File: src/esc_pkg.sv
package esc_pkg;

  // register indexes on the configuration port
  typedef enum logic [2:0] {
    CFG_WRITE_DISABLE     = 3'd0,
    CFG_CLOCK_READY       = 3'd1,
    CFG_LOCAL_TIME_ENABLE = 3'd2,
    CFG_LOCAL_OFFSET      = 3'd3,
    CFG_YEAR_OFFSET       = 3'd4
  } cfg_index_t;

  localparam int unsigned CFG_INDEX_W = 3;
  localparam int unsigned CFG_DATA_W  = 18;

  // register stages from input word to result word
  localparam int unsigned PIPE_DEPTH = 9;

  // last supported second, 2099-12-31 23:59:59
  localparam logic [31:0] MAX_COUNT = 32'd4102444799;

  // reciprocals, exact but for the day one, which may be one short
  localparam logic [24:0] DAY_RECIP  = 25'd25451658;  // 2^34 / 675
  localparam logic [12:0] HOUR_RECIP = 13'd4661;      // 2^20 / 225
  localparam logic [16:0] WEEK_RECIP = 17'd74899;     // 2^19 / 7
  localparam logic [12:0] MIN_RECIP  = 13'd4370;      // 2^16 / 15
  localparam logic [15:0] QUAD_RECIP = 16'd45934;     // 2^26 / 1461

  // days from 1968-01-01 to 1970-01-01
  localparam logic [15:0] DAYS_1968_TO_1970 = 16'd731;

  typedef struct packed {
    logic [4:0] hour;
    logic [5:0] minute;
    logic [5:0] second;
    logic [2:0] weekday;
  } time_fields_t;

  typedef struct packed {
    logic [6:0] year_two_digit;
    logic [3:0] month;
    logic [4:0] day_of_month;
  } date_fields_t;

  // first day of year of each month in a common year
  function automatic logic [8:0] month_start(input logic [3:0] idx);
    logic [8:0] val;
    case (idx)
      4'd0:    val = 9'd0;
      4'd1:    val = 9'd31;
      4'd2:    val = 9'd59;
      4'd3:    val = 9'd90;
      4'd4:    val = 9'd120;
      4'd5:    val = 9'd151;
      4'd6:    val = 9'd181;
      4'd7:    val = 9'd212;
      4'd8:    val = 9'd243;
      4'd9:    val = 9'd273;
      4'd10:   val = 9'd304;
      4'd11:   val = 9'd334;
      default: val = 9'd0;
    endcase
    return val;
  endfunction

endpackage

File: src/epoch_seconds_to_calendar.sv
// Converts seconds since 1970-01-01 into weekday, two-digit year, month, day,
// hour, minute and second for a real-time clock. The pipeline is nine register
// stages deep (the input stage plus eight stages of reciprocal multiplies and
// corrections): one word can enter every clock while the output is not
// stalled. A stall on the output holds the whole pipeline. In local-time mode
// the signed offset is subtracted first; in every mode the count is then
// clamped to 1970 .. end of 2099. When writing is disabled or the
// clock is not ready, every result comes out with tuser low and tdata zero.
// Configuration registers must only be written while the pipeline is empty.
module epoch_seconds_to_calendar (
  input  logic        clk,
  input  logic        rst_n,
  // configuration write port
  input  logic        cfg_wr_en,
  input  logic [esc_pkg::CFG_INDEX_W-1:0] cfg_index,
  input  logic [esc_pkg::CFG_DATA_W-1:0]  cfg_wdata,
  // input words
  input  logic        in_tvalid,
  output logic        in_tready,
  input  logic [31:0] in_tdata,    // [31:0] epoch_seconds
  // result words
  output logic        out_tvalid,
  input  logic        out_tready,
  output logic [39:0] out_tdata,   // [6:0] year_two_digit, [10:7] month,
                                   // [15:11] day_of_month, [20:16] hour,
                                   // [26:21] minute, [32:27] seconds_field,
                                   // [35:33] weekday, [39:36] zero
  output logic        out_tuser    // [0] written
);

  // configuration registers
  logic              write_disable_r;
  logic              clock_ready_r;
  logic              local_time_enable_r;
  logic signed [17:0] local_offset_r;
  logic [6:0]        year_offset_r;

  always_ff @(posedge clk) begin
    if (!rst_n) begin
      write_disable_r     <= 1'b0;
      clock_ready_r       <= 1'b0;
      local_time_enable_r <= 1'b0;
      local_offset_r      <= '0;
      year_offset_r       <= '0;
    end else if (cfg_wr_en) begin
      case (cfg_index)
        esc_pkg::CFG_WRITE_DISABLE:     write_disable_r     <= cfg_wdata[0];
        esc_pkg::CFG_CLOCK_READY:       clock_ready_r       <= cfg_wdata[0];
        esc_pkg::CFG_LOCAL_TIME_ENABLE: local_time_enable_r <= cfg_wdata[0];
        esc_pkg::CFG_LOCAL_OFFSET:      local_offset_r      <= signed'(cfg_wdata);
        esc_pkg::CFG_YEAR_OFFSET:       year_offset_r       <= cfg_wdata[6:0];
        default: ;
      endcase
    end
  end

  logic adv;
  logic [esc_pkg::PIPE_DEPTH-1:0] valid_r;
  logic [esc_pkg::PIPE_DEPTH-1:0] wr_r;

  assign adv       = !valid_r[esc_pkg::PIPE_DEPTH-1] || out_tready;
  assign in_tready = adv;

  always_ff @(posedge clk) begin
    if (!rst_n) begin
      valid_r <= '0;
    end else if (adv) begin
      valid_r <= {valid_r[esc_pkg::PIPE_DEPTH-2:0], in_tvalid};
    end
  end

  always_ff @(posedge clk) begin
    if (adv) begin
      wr_r <= {wr_r[esc_pkg::PIPE_DEPTH-2:0], !write_disable_r && clock_ready_r};
    end
  end

  // input stage: offset and clamp
  logic signed [33:0] adj_nxt;
  logic [31:0]        tm_nxt;
  logic [31:0]        tm_r;

  always_comb begin
    adj_nxt = signed'({2'b00, in_tdata})
              - (local_time_enable_r ? 34'(local_offset_r) : 34'sd0);
    if (adj_nxt[33]) begin
      tm_nxt = 32'd0;
    end else if (adj_nxt[32:0] > 33'(esc_pkg::MAX_COUNT)) begin
      tm_nxt = esc_pkg::MAX_COUNT;
    end else begin
      tm_nxt = adj_nxt[31:0];
    end
  end

  always_ff @(posedge clk) begin
    if (adv) begin
      tm_r <= tm_nxt;
    end
  end

  logic [15:0]           days;
  esc_pkg::time_fields_t tfields;
  esc_pkg::date_fields_t dfields;

  esc_time_split u_time (
    .clk    (clk),
    .adv    (adv),
    .tm     (tm_r),
    .days   (days),
    .fields (tfields)
  );

  esc_date_split u_date (
    .clk         (clk),
    .adv         (adv),
    .days        (days),
    .year_offset (year_offset_r),
    .fields      (dfields)
  );

  logic wr_out;
  assign wr_out = wr_r[esc_pkg::PIPE_DEPTH-1];

  assign out_tvalid = valid_r[esc_pkg::PIPE_DEPTH-1];
  assign out_tuser  = wr_out;
  assign out_tdata  = wr_out ? {4'b0000, tfields.weekday, tfields.second, tfields.minute,
                                tfields.hour, dfields.day_of_month, dfields.month,
                                dfields.year_two_digit}
                             : 40'd0;

endmodule

File: src/esc_time_split.sv
module esc_time_split (
  input  logic                  clk,
  input  logic                  adv,
  input  logic [31:0]           tm,
  output logic [15:0]           days,
  output esc_pkg::time_fields_t fields
);

  // stage 1: seconds / 128 times reciprocal of 675
  logic [24:0] x1_r;
  logic [6:0]  lo1_r;
  logic [49:0] prod1_r;

  always_ff @(posedge clk) begin
    if (adv) begin
      x1_r    <= tm[31:7];
      lo1_r   <= tm[6:0];
      prod1_r <= 50'(tm[31:7]) * 50'(esc_pkg::DAY_RECIP);
    end
  end

  // stage 2: estimated day count, may be one short
  logic [15:0] q2_nxt;
  logic [10:0] r2_nxt;
  logic [15:0] q2_r;
  logic [10:0] r2_r;
  logic [6:0]  lo2_r;

  always_comb begin
    q2_nxt = prod1_r[49:34];
    r2_nxt = 11'(26'(x1_r) - 26'(q2_nxt) * 26'd675);
  end

  always_ff @(posedge clk) begin
    if (adv) begin
      q2_r  <= q2_nxt;
      r2_r  <= r2_nxt;
      lo2_r <= lo1_r;
    end
  end

  // stage 3: correct quotient, second of day
  logic        ge3;
  logic [10:0] rs3;
  logic [15:0] days3_nxt;
  logic [16:0] sod3_nxt;
  logic [15:0] days3_r;
  logic [16:0] sod3_r;

  always_comb begin
    ge3       = (r2_r >= 11'd675);
    rs3       = ge3 ? (r2_r - 11'd675) : r2_r;
    days3_nxt = q2_r + 16'(ge3);
    sod3_nxt  = {rs3[9:0], lo2_r};
  end

  always_ff @(posedge clk) begin
    if (adv) begin
      days3_r <= days3_nxt;
      sod3_r  <= sod3_nxt;
    end
  end

  assign days = days3_r;

  // stage 4: hour and weekday products
  logic [15:0] w4_nxt;
  logic [25:0] prodh4_r;
  logic [16:0] sod4_r;
  logic [15:0] w4_r;
  logic [32:0] prodw4_r;

  assign w4_nxt = days3_r + 16'd4;

  always_ff @(posedge clk) begin
    if (adv) begin
      prodh4_r <= 26'(sod3_r[16:4]) * 26'(esc_pkg::HOUR_RECIP);
      sod4_r   <= sod3_r;
      w4_r     <= w4_nxt;
      prodw4_r <= 33'(w4_nxt) * 33'(esc_pkg::WEEK_RECIP);
    end
  end

  // stage 5: hour, second of hour, weekday
  logic [4:0]  hour5_nxt;
  logic [11:0] remh5_nxt;
  logic [12:0] q7_5;
  logic [2:0]  wd5_nxt;
  logic [4:0]  hour5_r;
  logic [11:0] remh5_r;
  logic [2:0]  wd5_r;

  always_comb begin
    hour5_nxt = prodh4_r[24:20];
    remh5_nxt = 12'(sod4_r - 17'(hour5_nxt) * 17'd3600);
    q7_5      = prodw4_r[31:19];
    wd5_nxt   = 3'(w4_r - 16'(q7_5) * 16'd7);
  end

  always_ff @(posedge clk) begin
    if (adv) begin
      hour5_r <= hour5_nxt;
      remh5_r <= remh5_nxt;
      wd5_r   <= wd5_nxt;
    end
  end

  // stage 6: minute product
  logic [22:0] prodm6_r;
  logic [11:0] remh6_r;
  logic [4:0]  hour6_r;
  logic [2:0]  wd6_r;

  always_ff @(posedge clk) begin
    if (adv) begin
      prodm6_r <= 23'(remh5_r[11:2]) * 23'(esc_pkg::MIN_RECIP);
      remh6_r  <= remh5_r;
      hour6_r  <= hour5_r;
      wd6_r    <= wd5_r;
    end
  end

  // stage 7: minute and second
  logic [5:0] min7_nxt;
  logic [5:0] sec7_nxt;
  logic [5:0] min7_r;
  logic [5:0] sec7_r;
  logic [4:0] hour7_r;
  logic [2:0] wd7_r;

  always_comb begin
    min7_nxt = prodm6_r[21:16];
    sec7_nxt = 6'(remh6_r - 12'(min7_nxt) * 12'd60);
  end

  always_ff @(posedge clk) begin
    if (adv) begin
      min7_r  <= min7_nxt;
      sec7_r  <= sec7_nxt;
      hour7_r <= hour6_r;
      wd7_r   <= wd6_r;
    end
  end

  // stage 8: line up with the date path
  esc_pkg::time_fields_t fields8_r;

  always_ff @(posedge clk) begin
    if (adv) begin
      fields8_r.hour    <= hour7_r;
      fields8_r.minute  <= min7_r;
      fields8_r.second  <= sec7_r;
      fields8_r.weekday <= wd7_r;
    end
  end

  assign fields = fields8_r;

endmodule

File: src/esc_date_split.sv
module esc_date_split (
  input  logic                  clk,
  input  logic                  adv,
  input  logic [15:0]           days,
  input  logic [6:0]            year_offset,
  output esc_pkg::date_fields_t fields
);

  // stage 4: days since 1968, start of a four-year cycle
  logic [15:0] d4_nxt;
  logic [15:0] d4_r;
  logic [31:0] prodq4_r;

  assign d4_nxt = days + esc_pkg::DAYS_1968_TO_1970;

  always_ff @(posedge clk) begin
    if (adv) begin
      d4_r     <= d4_nxt;
      prodq4_r <= 32'(d4_nxt) * 32'(esc_pkg::QUAD_RECIP);
    end
  end

  // stage 5: cycle number and day within cycle
  logic [5:0]  quad5_nxt;
  logic [10:0] r5_nxt;
  logic [5:0]  quad5_r;
  logic [10:0] r5_r;

  always_comb begin
    quad5_nxt = prodq4_r[31:26];
    r5_nxt    = 11'(d4_r - 16'(quad5_nxt) * 16'd1461);
  end

  always_ff @(posedge clk) begin
    if (adv) begin
      quad5_r <= quad5_nxt;
      r5_r    <= r5_nxt;
    end
  end

  // stage 6: year and day of year, first year of each cycle is leap
  logic [10:0] rr6;
  logic [1:0]  yq6;
  logic [10:0] doy6_full;
  logic [7:0]  year6_nxt;
  logic [7:0]  year6_r;
  logic [8:0]  doy6_r;
  logic        leap6_r;

  always_comb begin
    rr6 = r5_r - 11'd366;
    if (r5_r < 11'd366) begin
      yq6       = 2'd0;
      doy6_full = r5_r;
    end else if (rr6 >= 11'd730) begin
      yq6       = 2'd3;
      doy6_full = rr6 - 11'd730;
    end else if (rr6 >= 11'd365) begin
      yq6       = 2'd2;
      doy6_full = rr6 - 11'd365;
    end else begin
      yq6       = 2'd1;
      doy6_full = rr6;
    end
    year6_nxt = 8'd68 + {quad5_r, 2'b00} + 8'(yq6);
  end

  always_ff @(posedge clk) begin
    if (adv) begin
      year6_r <= year6_nxt;
      doy6_r  <= doy6_full[8:0];
      leap6_r <= (yq6 == 2'd0);
    end
  end

  // stage 7: month scan against all bounds at once, two-digit year
  logic [3:0] cnt7_nxt;
  logic [9:0] bound7;
  logic [8:0] yv7;
  logic [6:0] yy7_nxt;
  logic [3:0] cnt7_r;
  logic [8:0] doy7_r;
  logic       leap7_r;
  logic [6:0] yy7_r;

  always_comb begin
    cnt7_nxt = 4'd0;
    bound7   = 10'd0;
    for (int m = 1; m < 12; m++) begin
      bound7   = 10'(esc_pkg::month_start(4'(m))) + 10'(leap6_r && (m > 1));
      cnt7_nxt = cnt7_nxt + 4'(10'(doy6_r) >= bound7);
    end
    yv7 = 9'(year6_r) + 9'd200 - 9'(year_offset);
    if (yv7 >= 9'd300) begin
      yy7_nxt = 7'(yv7 - 9'd300);
    end else if (yv7 >= 9'd200) begin
      yy7_nxt = 7'(yv7 - 9'd200);
    end else if (yv7 >= 9'd100) begin
      yy7_nxt = 7'(yv7 - 9'd100);
    end else begin
      yy7_nxt = 7'(yv7);
    end
  end

  always_ff @(posedge clk) begin
    if (adv) begin
      cnt7_r  <= cnt7_nxt;
      doy7_r  <= doy6_r;
      leap7_r <= leap6_r;
      yy7_r   <= yy7_nxt;
    end
  end

  // stage 8: day of month
  logic [8:0] day8_nxt;
  esc_pkg::date_fields_t fields8_r;

  assign day8_nxt = doy7_r - esc_pkg::month_start(cnt7_r) + 9'd1
                    - 9'(leap7_r && (cnt7_r >= 4'd2));

  always_ff @(posedge clk) begin
    if (adv) begin
      fields8_r.year_two_digit <= yy7_r;
      fields8_r.month          <= cnt7_r + 4'd1;
      fields8_r.day_of_month   <= day8_nxt[4:0];
    end
  end

  assign fields = fields8_r;

endmodule
File: config.mk
export PLATFORM = sky130hd
export DESIGN_NAME = epoch_seconds_to_calendar
export DESIGN_NICKNAME = d
export VERILOG_FILES = /design/src/esc_pkg.sv /design/src/epoch_seconds_to_calendar.sv /design/src/esc_time_split.sv /design/src/esc_date_split.sv
export SDC_FILE = /design/constraint.sdc
export NUM_CORES = 2
export LEC_CHECK = 0
export ABC_AREA = 1
export BUFFER_PORTS_ARGS = -buffer_cell sky130_fd_sc_hd__buf_2
export CORE_ASPECT_RATIO = 1.2
export CORE_MARGIN = 2
export CORE_UTILIZATION = 30
export CTS_BUF_LIST = sky130_fd_sc_hd__clkbuf_16
export CTS_CLUSTER_SIZE = 14
export DETAILED_ROUTE_END_ITERATION = 10
export GPL_TIMING_DRIVEN = 0
export PLACE_DENSITY = 0.41
export SETUP_SLACK_MARGIN = 0.02
export SKIP_LAST_GASP = 1
export SYNTH_ARGS = -nofsm -noshare
export SYNTH_HDL_FRONTEND = slang
export SYNTH_SLANG_ARGS = --single-unit
File: constraint.sdc
create_clock -name clk -period 22.2 [get_ports clk]
set_clock_uncertainty 0.05 [all_clocks]
set_input_delay 4.44 -clock clk [delete_from_list [all_inputs] [get_ports clk]]
set_output_delay 4.44 -clock clk [all_outputs]
set_load 0.05 [all_outputs]
==> results.md <==
* Die span in y at about 420 um
* Synth Register Bits at around 370
* # resized after CTS at 0
* Global placer's final weighted congestion at 0.838
* Hold endpoint: u_time.lo2_r[0]
* # IOs at ~100
* Syn Std Cell Area at 42400 sq um
* Post-DP HPWL at approximately 86000 um
* Port bufs at 96
* Final wirelength at a little over 100000 um
* R2r endpoint: u_date.prodq4_r[27]
* Hold_buf cts at 0
* Routed Antenna Nets at 0
* Mapped Cells at around 4600
* Status: finished, final reports clean
* RSZ-0062 raised after global routing: false
* Largest cells by area after synthesis: ha_1 (24%), edfxtp_1 (23%), fa_1 (17%), inv_1 (10%), nand2_1 (5.9%)
* Antenna violations before repair at 6
* Critical path cell sequence: buf_2 -> nor2_1 -> inv_1 -> clkbuf_4 -> buf_16 -> buf_16 -> buf_2
* Crit. path cell count at 7
* R2R Path Start: u_time.days[0]
* Worst-Skew Late Latency at approximately 0.62 ns
* Clock Path Buffers at 3
* Async S/R FF share, synth at 0%
* Die Wd at between 300 and 400 um
* Final Util at 33.4%
* Overall global routing resource usage at around 14%
* Worst EP arrival at 6.42 ns
* Worst path required time at 17.71 ns
* Pin count of the biggest net entering global routing at 68
* Number of inserted diodes at 0
* TritonCTS clock tree: done
* Setup bufs post-CTS at 0
* Cell taking the most area after synthesis: ha_1
* Type of element capturing the critical path: output pin
* Reg2Reg Setup Slack at between 10 and 15 ns
* Hold crit path type: reg2reg
* Startpoint Class: primary input
* Count leader, synth: inv_1
* Slew margin rel. at 12.2%
* Final setup viols at 0
* Post-synth EDFFs at 330
* Clk sinks at 372
* Initial Utilization at about 30%
* Synth cell count leaders: inv_1 (1184), ha_1 (814), nand2_1 (668)
* Grt total ovfl at 0
* Worst-path maximum fanout at 56
* Crit path max-delay family: buffers and inverters
* Final Cycle Share at 49.1%
* CTS Buf Count at 48
* Worst Max-Slew Pin Slew at 1.31 ns
* Yosys warning count at 0
* Crit-path slowest cell: clkbuf_4
* # rows at roughly 150
* Core area at between 100000 and 150000 sq um
* Min-delay src: u_time.lo1_r[0]
* H-tree Lvls at 2
* Mean Syn Cell Area at approximately 9.2 sq um
* Bufs and invs on worst path at 6
* Initial DRC count at around 1100
* Layout area overhead at 10.9%
* Main flop type after synthesis: edfxtp_1
* Hold Fails Final Rpt at 0
* Max incr delay on CP at between 0.6 and 0.7 ns
* Max cap viols at 0
* Share of layout cells above drive strength 1 at 5.98%
* Clock-pin slew on the worst setup and hold paths at approximately 0.050 ns
* Worst-case reg-to-reg path depth at 30
* Yosys top cell area share at about 24%
* Fillers at ~15000
* Number of vias per cell at 4.39
* F_max at around 0.092 GHz
* Max Transition Viols Final at 0
* Vias in the first global route at between 30000 and 40000
* Post-synthesis sequential area ratio at around a quarter
* Residual DRC at 0
* Hold Crit Depth at 0
* Vias post-DR at just under 30000
* Min Tclk post-route at 10.91 ns
* Die ar. at roughly 140000 sq um
* CTS root buf: clkbuf_16
* Wire per inst at ~15 um
* Drt first pass iters at 5
* Nets at approximately 6000
* Distinct cells, synth at 60
* Worst setup path class: in2out
* First-pass GRT wire length at between 150000 and 200000 um
[worst max path at each step]
stage | to | startpoint | slack [ns]
after floorplan | in_tready | out_tready | 3.63
after global placement | in_tready | out_tready | -2.73
after detailed placement | in_tready | out_tready | 11.22
after CTS | in_tready | out_tready | 11.21
after global routing | in_tready | out_tready | 11.06
final | in_tready | out_tready | 11.29
[kinds of logic (layout without fill, tap and decap cells)]
kind of cell    Yosys count  count (layout)  share of synthesized area, %
buf+inv                1225            1417                          11.0
fa+ha+maj              1181            1181                          41.4
simple gates           1168            1168                          12.0
compound gates          442             442                          5.83
flops                   372             372                          25.4
xor+xnor                212             212                          4.40
other cells               1               4                       0.00885
mux                       1               1                        0.0266
[final cells by class]
class                   count  area [sq um]  area share, %
plain buffers              33           184          0.391
clock buffers              49          1230           2.61
clock inverters            41           447          0.950
inverters                1192          4470           9.52
multi-input cells        3008         27000           57.4
flip-flops and latches    372         10800           22.9
well taps                1836          2300           4.89
repair buffers            102           633           1.35
[worst reg2reg max path: cells and delay by family (launching register included)]
kind	cells	cell delay (ns)
AOI/OAI and AO/OA	7	1.54
xor gates and xnor gates	2	1.13
adders and majority gates	8	3.58
buffers and inverters	9	1.11
DFF	1	0.61
and+or+nand+nor	4	0.34
[stage by stage]
stage / setup slack (ns) / cell area, sq um / setup TNS [ns] / hold slack [ns] / instances
3_5_place_dp: 11.22 / 45300 / 0 / 0.355 / 6543
3_3_place_gp: -2.73 / 45200 / -5.38 / 0.350 / 6537
4_1_cts: 11.21 / 47000 / 0 / 0.339 / 6633
2_1_floorplan: 3.63 / 42400 / 0 / 0.350 / 4605
6_report: 11.29 / 47000 / 0 / 0.346 / 6633
5_1_grt: 11.06 / 47000 / 0 / 0.349 / 6633
[cell usage in the layout (no fill, tap or decap), drive strengths merged, types with 114 or more instances in the layout]
| cell type | n |
|---|---|
| edfxtp | 330 |
| inv | 1201 |
| nand2 | 694 |
| buf | 114 |
| nor2 | 242 |
| a21oi | 201 |
| o21ai | 141 |
| nand3 | 120 |
| fa | 367 |
| xor2 | 145 |
| ha | 814 |
[registers in the layout (all words and copies together) (netlist names), 7 cells and up, named ones only]
signal / cells
u_date.r5_r: 11
year_offset_r: 7
u_date.fields: 16
u_time.prod1_r: 16
u_time.x1_r: 11
u_time.r2_r: 11
u_date.doy6_r: 9
u_time.sod4_r: 12
u_time.lo2_r: 7
u_time.days: 16
u_time.sod3_r: 17
tm_r: 32
valid_r: 9
u_date.yy7_r: 7
local_offset_r: 18
u_date.year6_r: 8
u_time.lo1_r: 7
wr_r: 9
u_time.fields: 20
u_date.d4_r: 11
u_time.remh5_r: 12
u_time.q2_r: 16
[per-layer routing]
layer	routed length, um	part of all wire (%)	GRT usage, %	up-vias
li1	-	-	-	14900
met3	2350	2.3	1.39	108
met1	42400	42	17.0	13800
met4	2340	2.3	3.69	0
met5	0	0	0	-
met2	53600	53	27.7	315
Power is left out: the tool's default activity adds up to more than one toggle a clock period on the data nets, which glitch-free logic cannot reach.
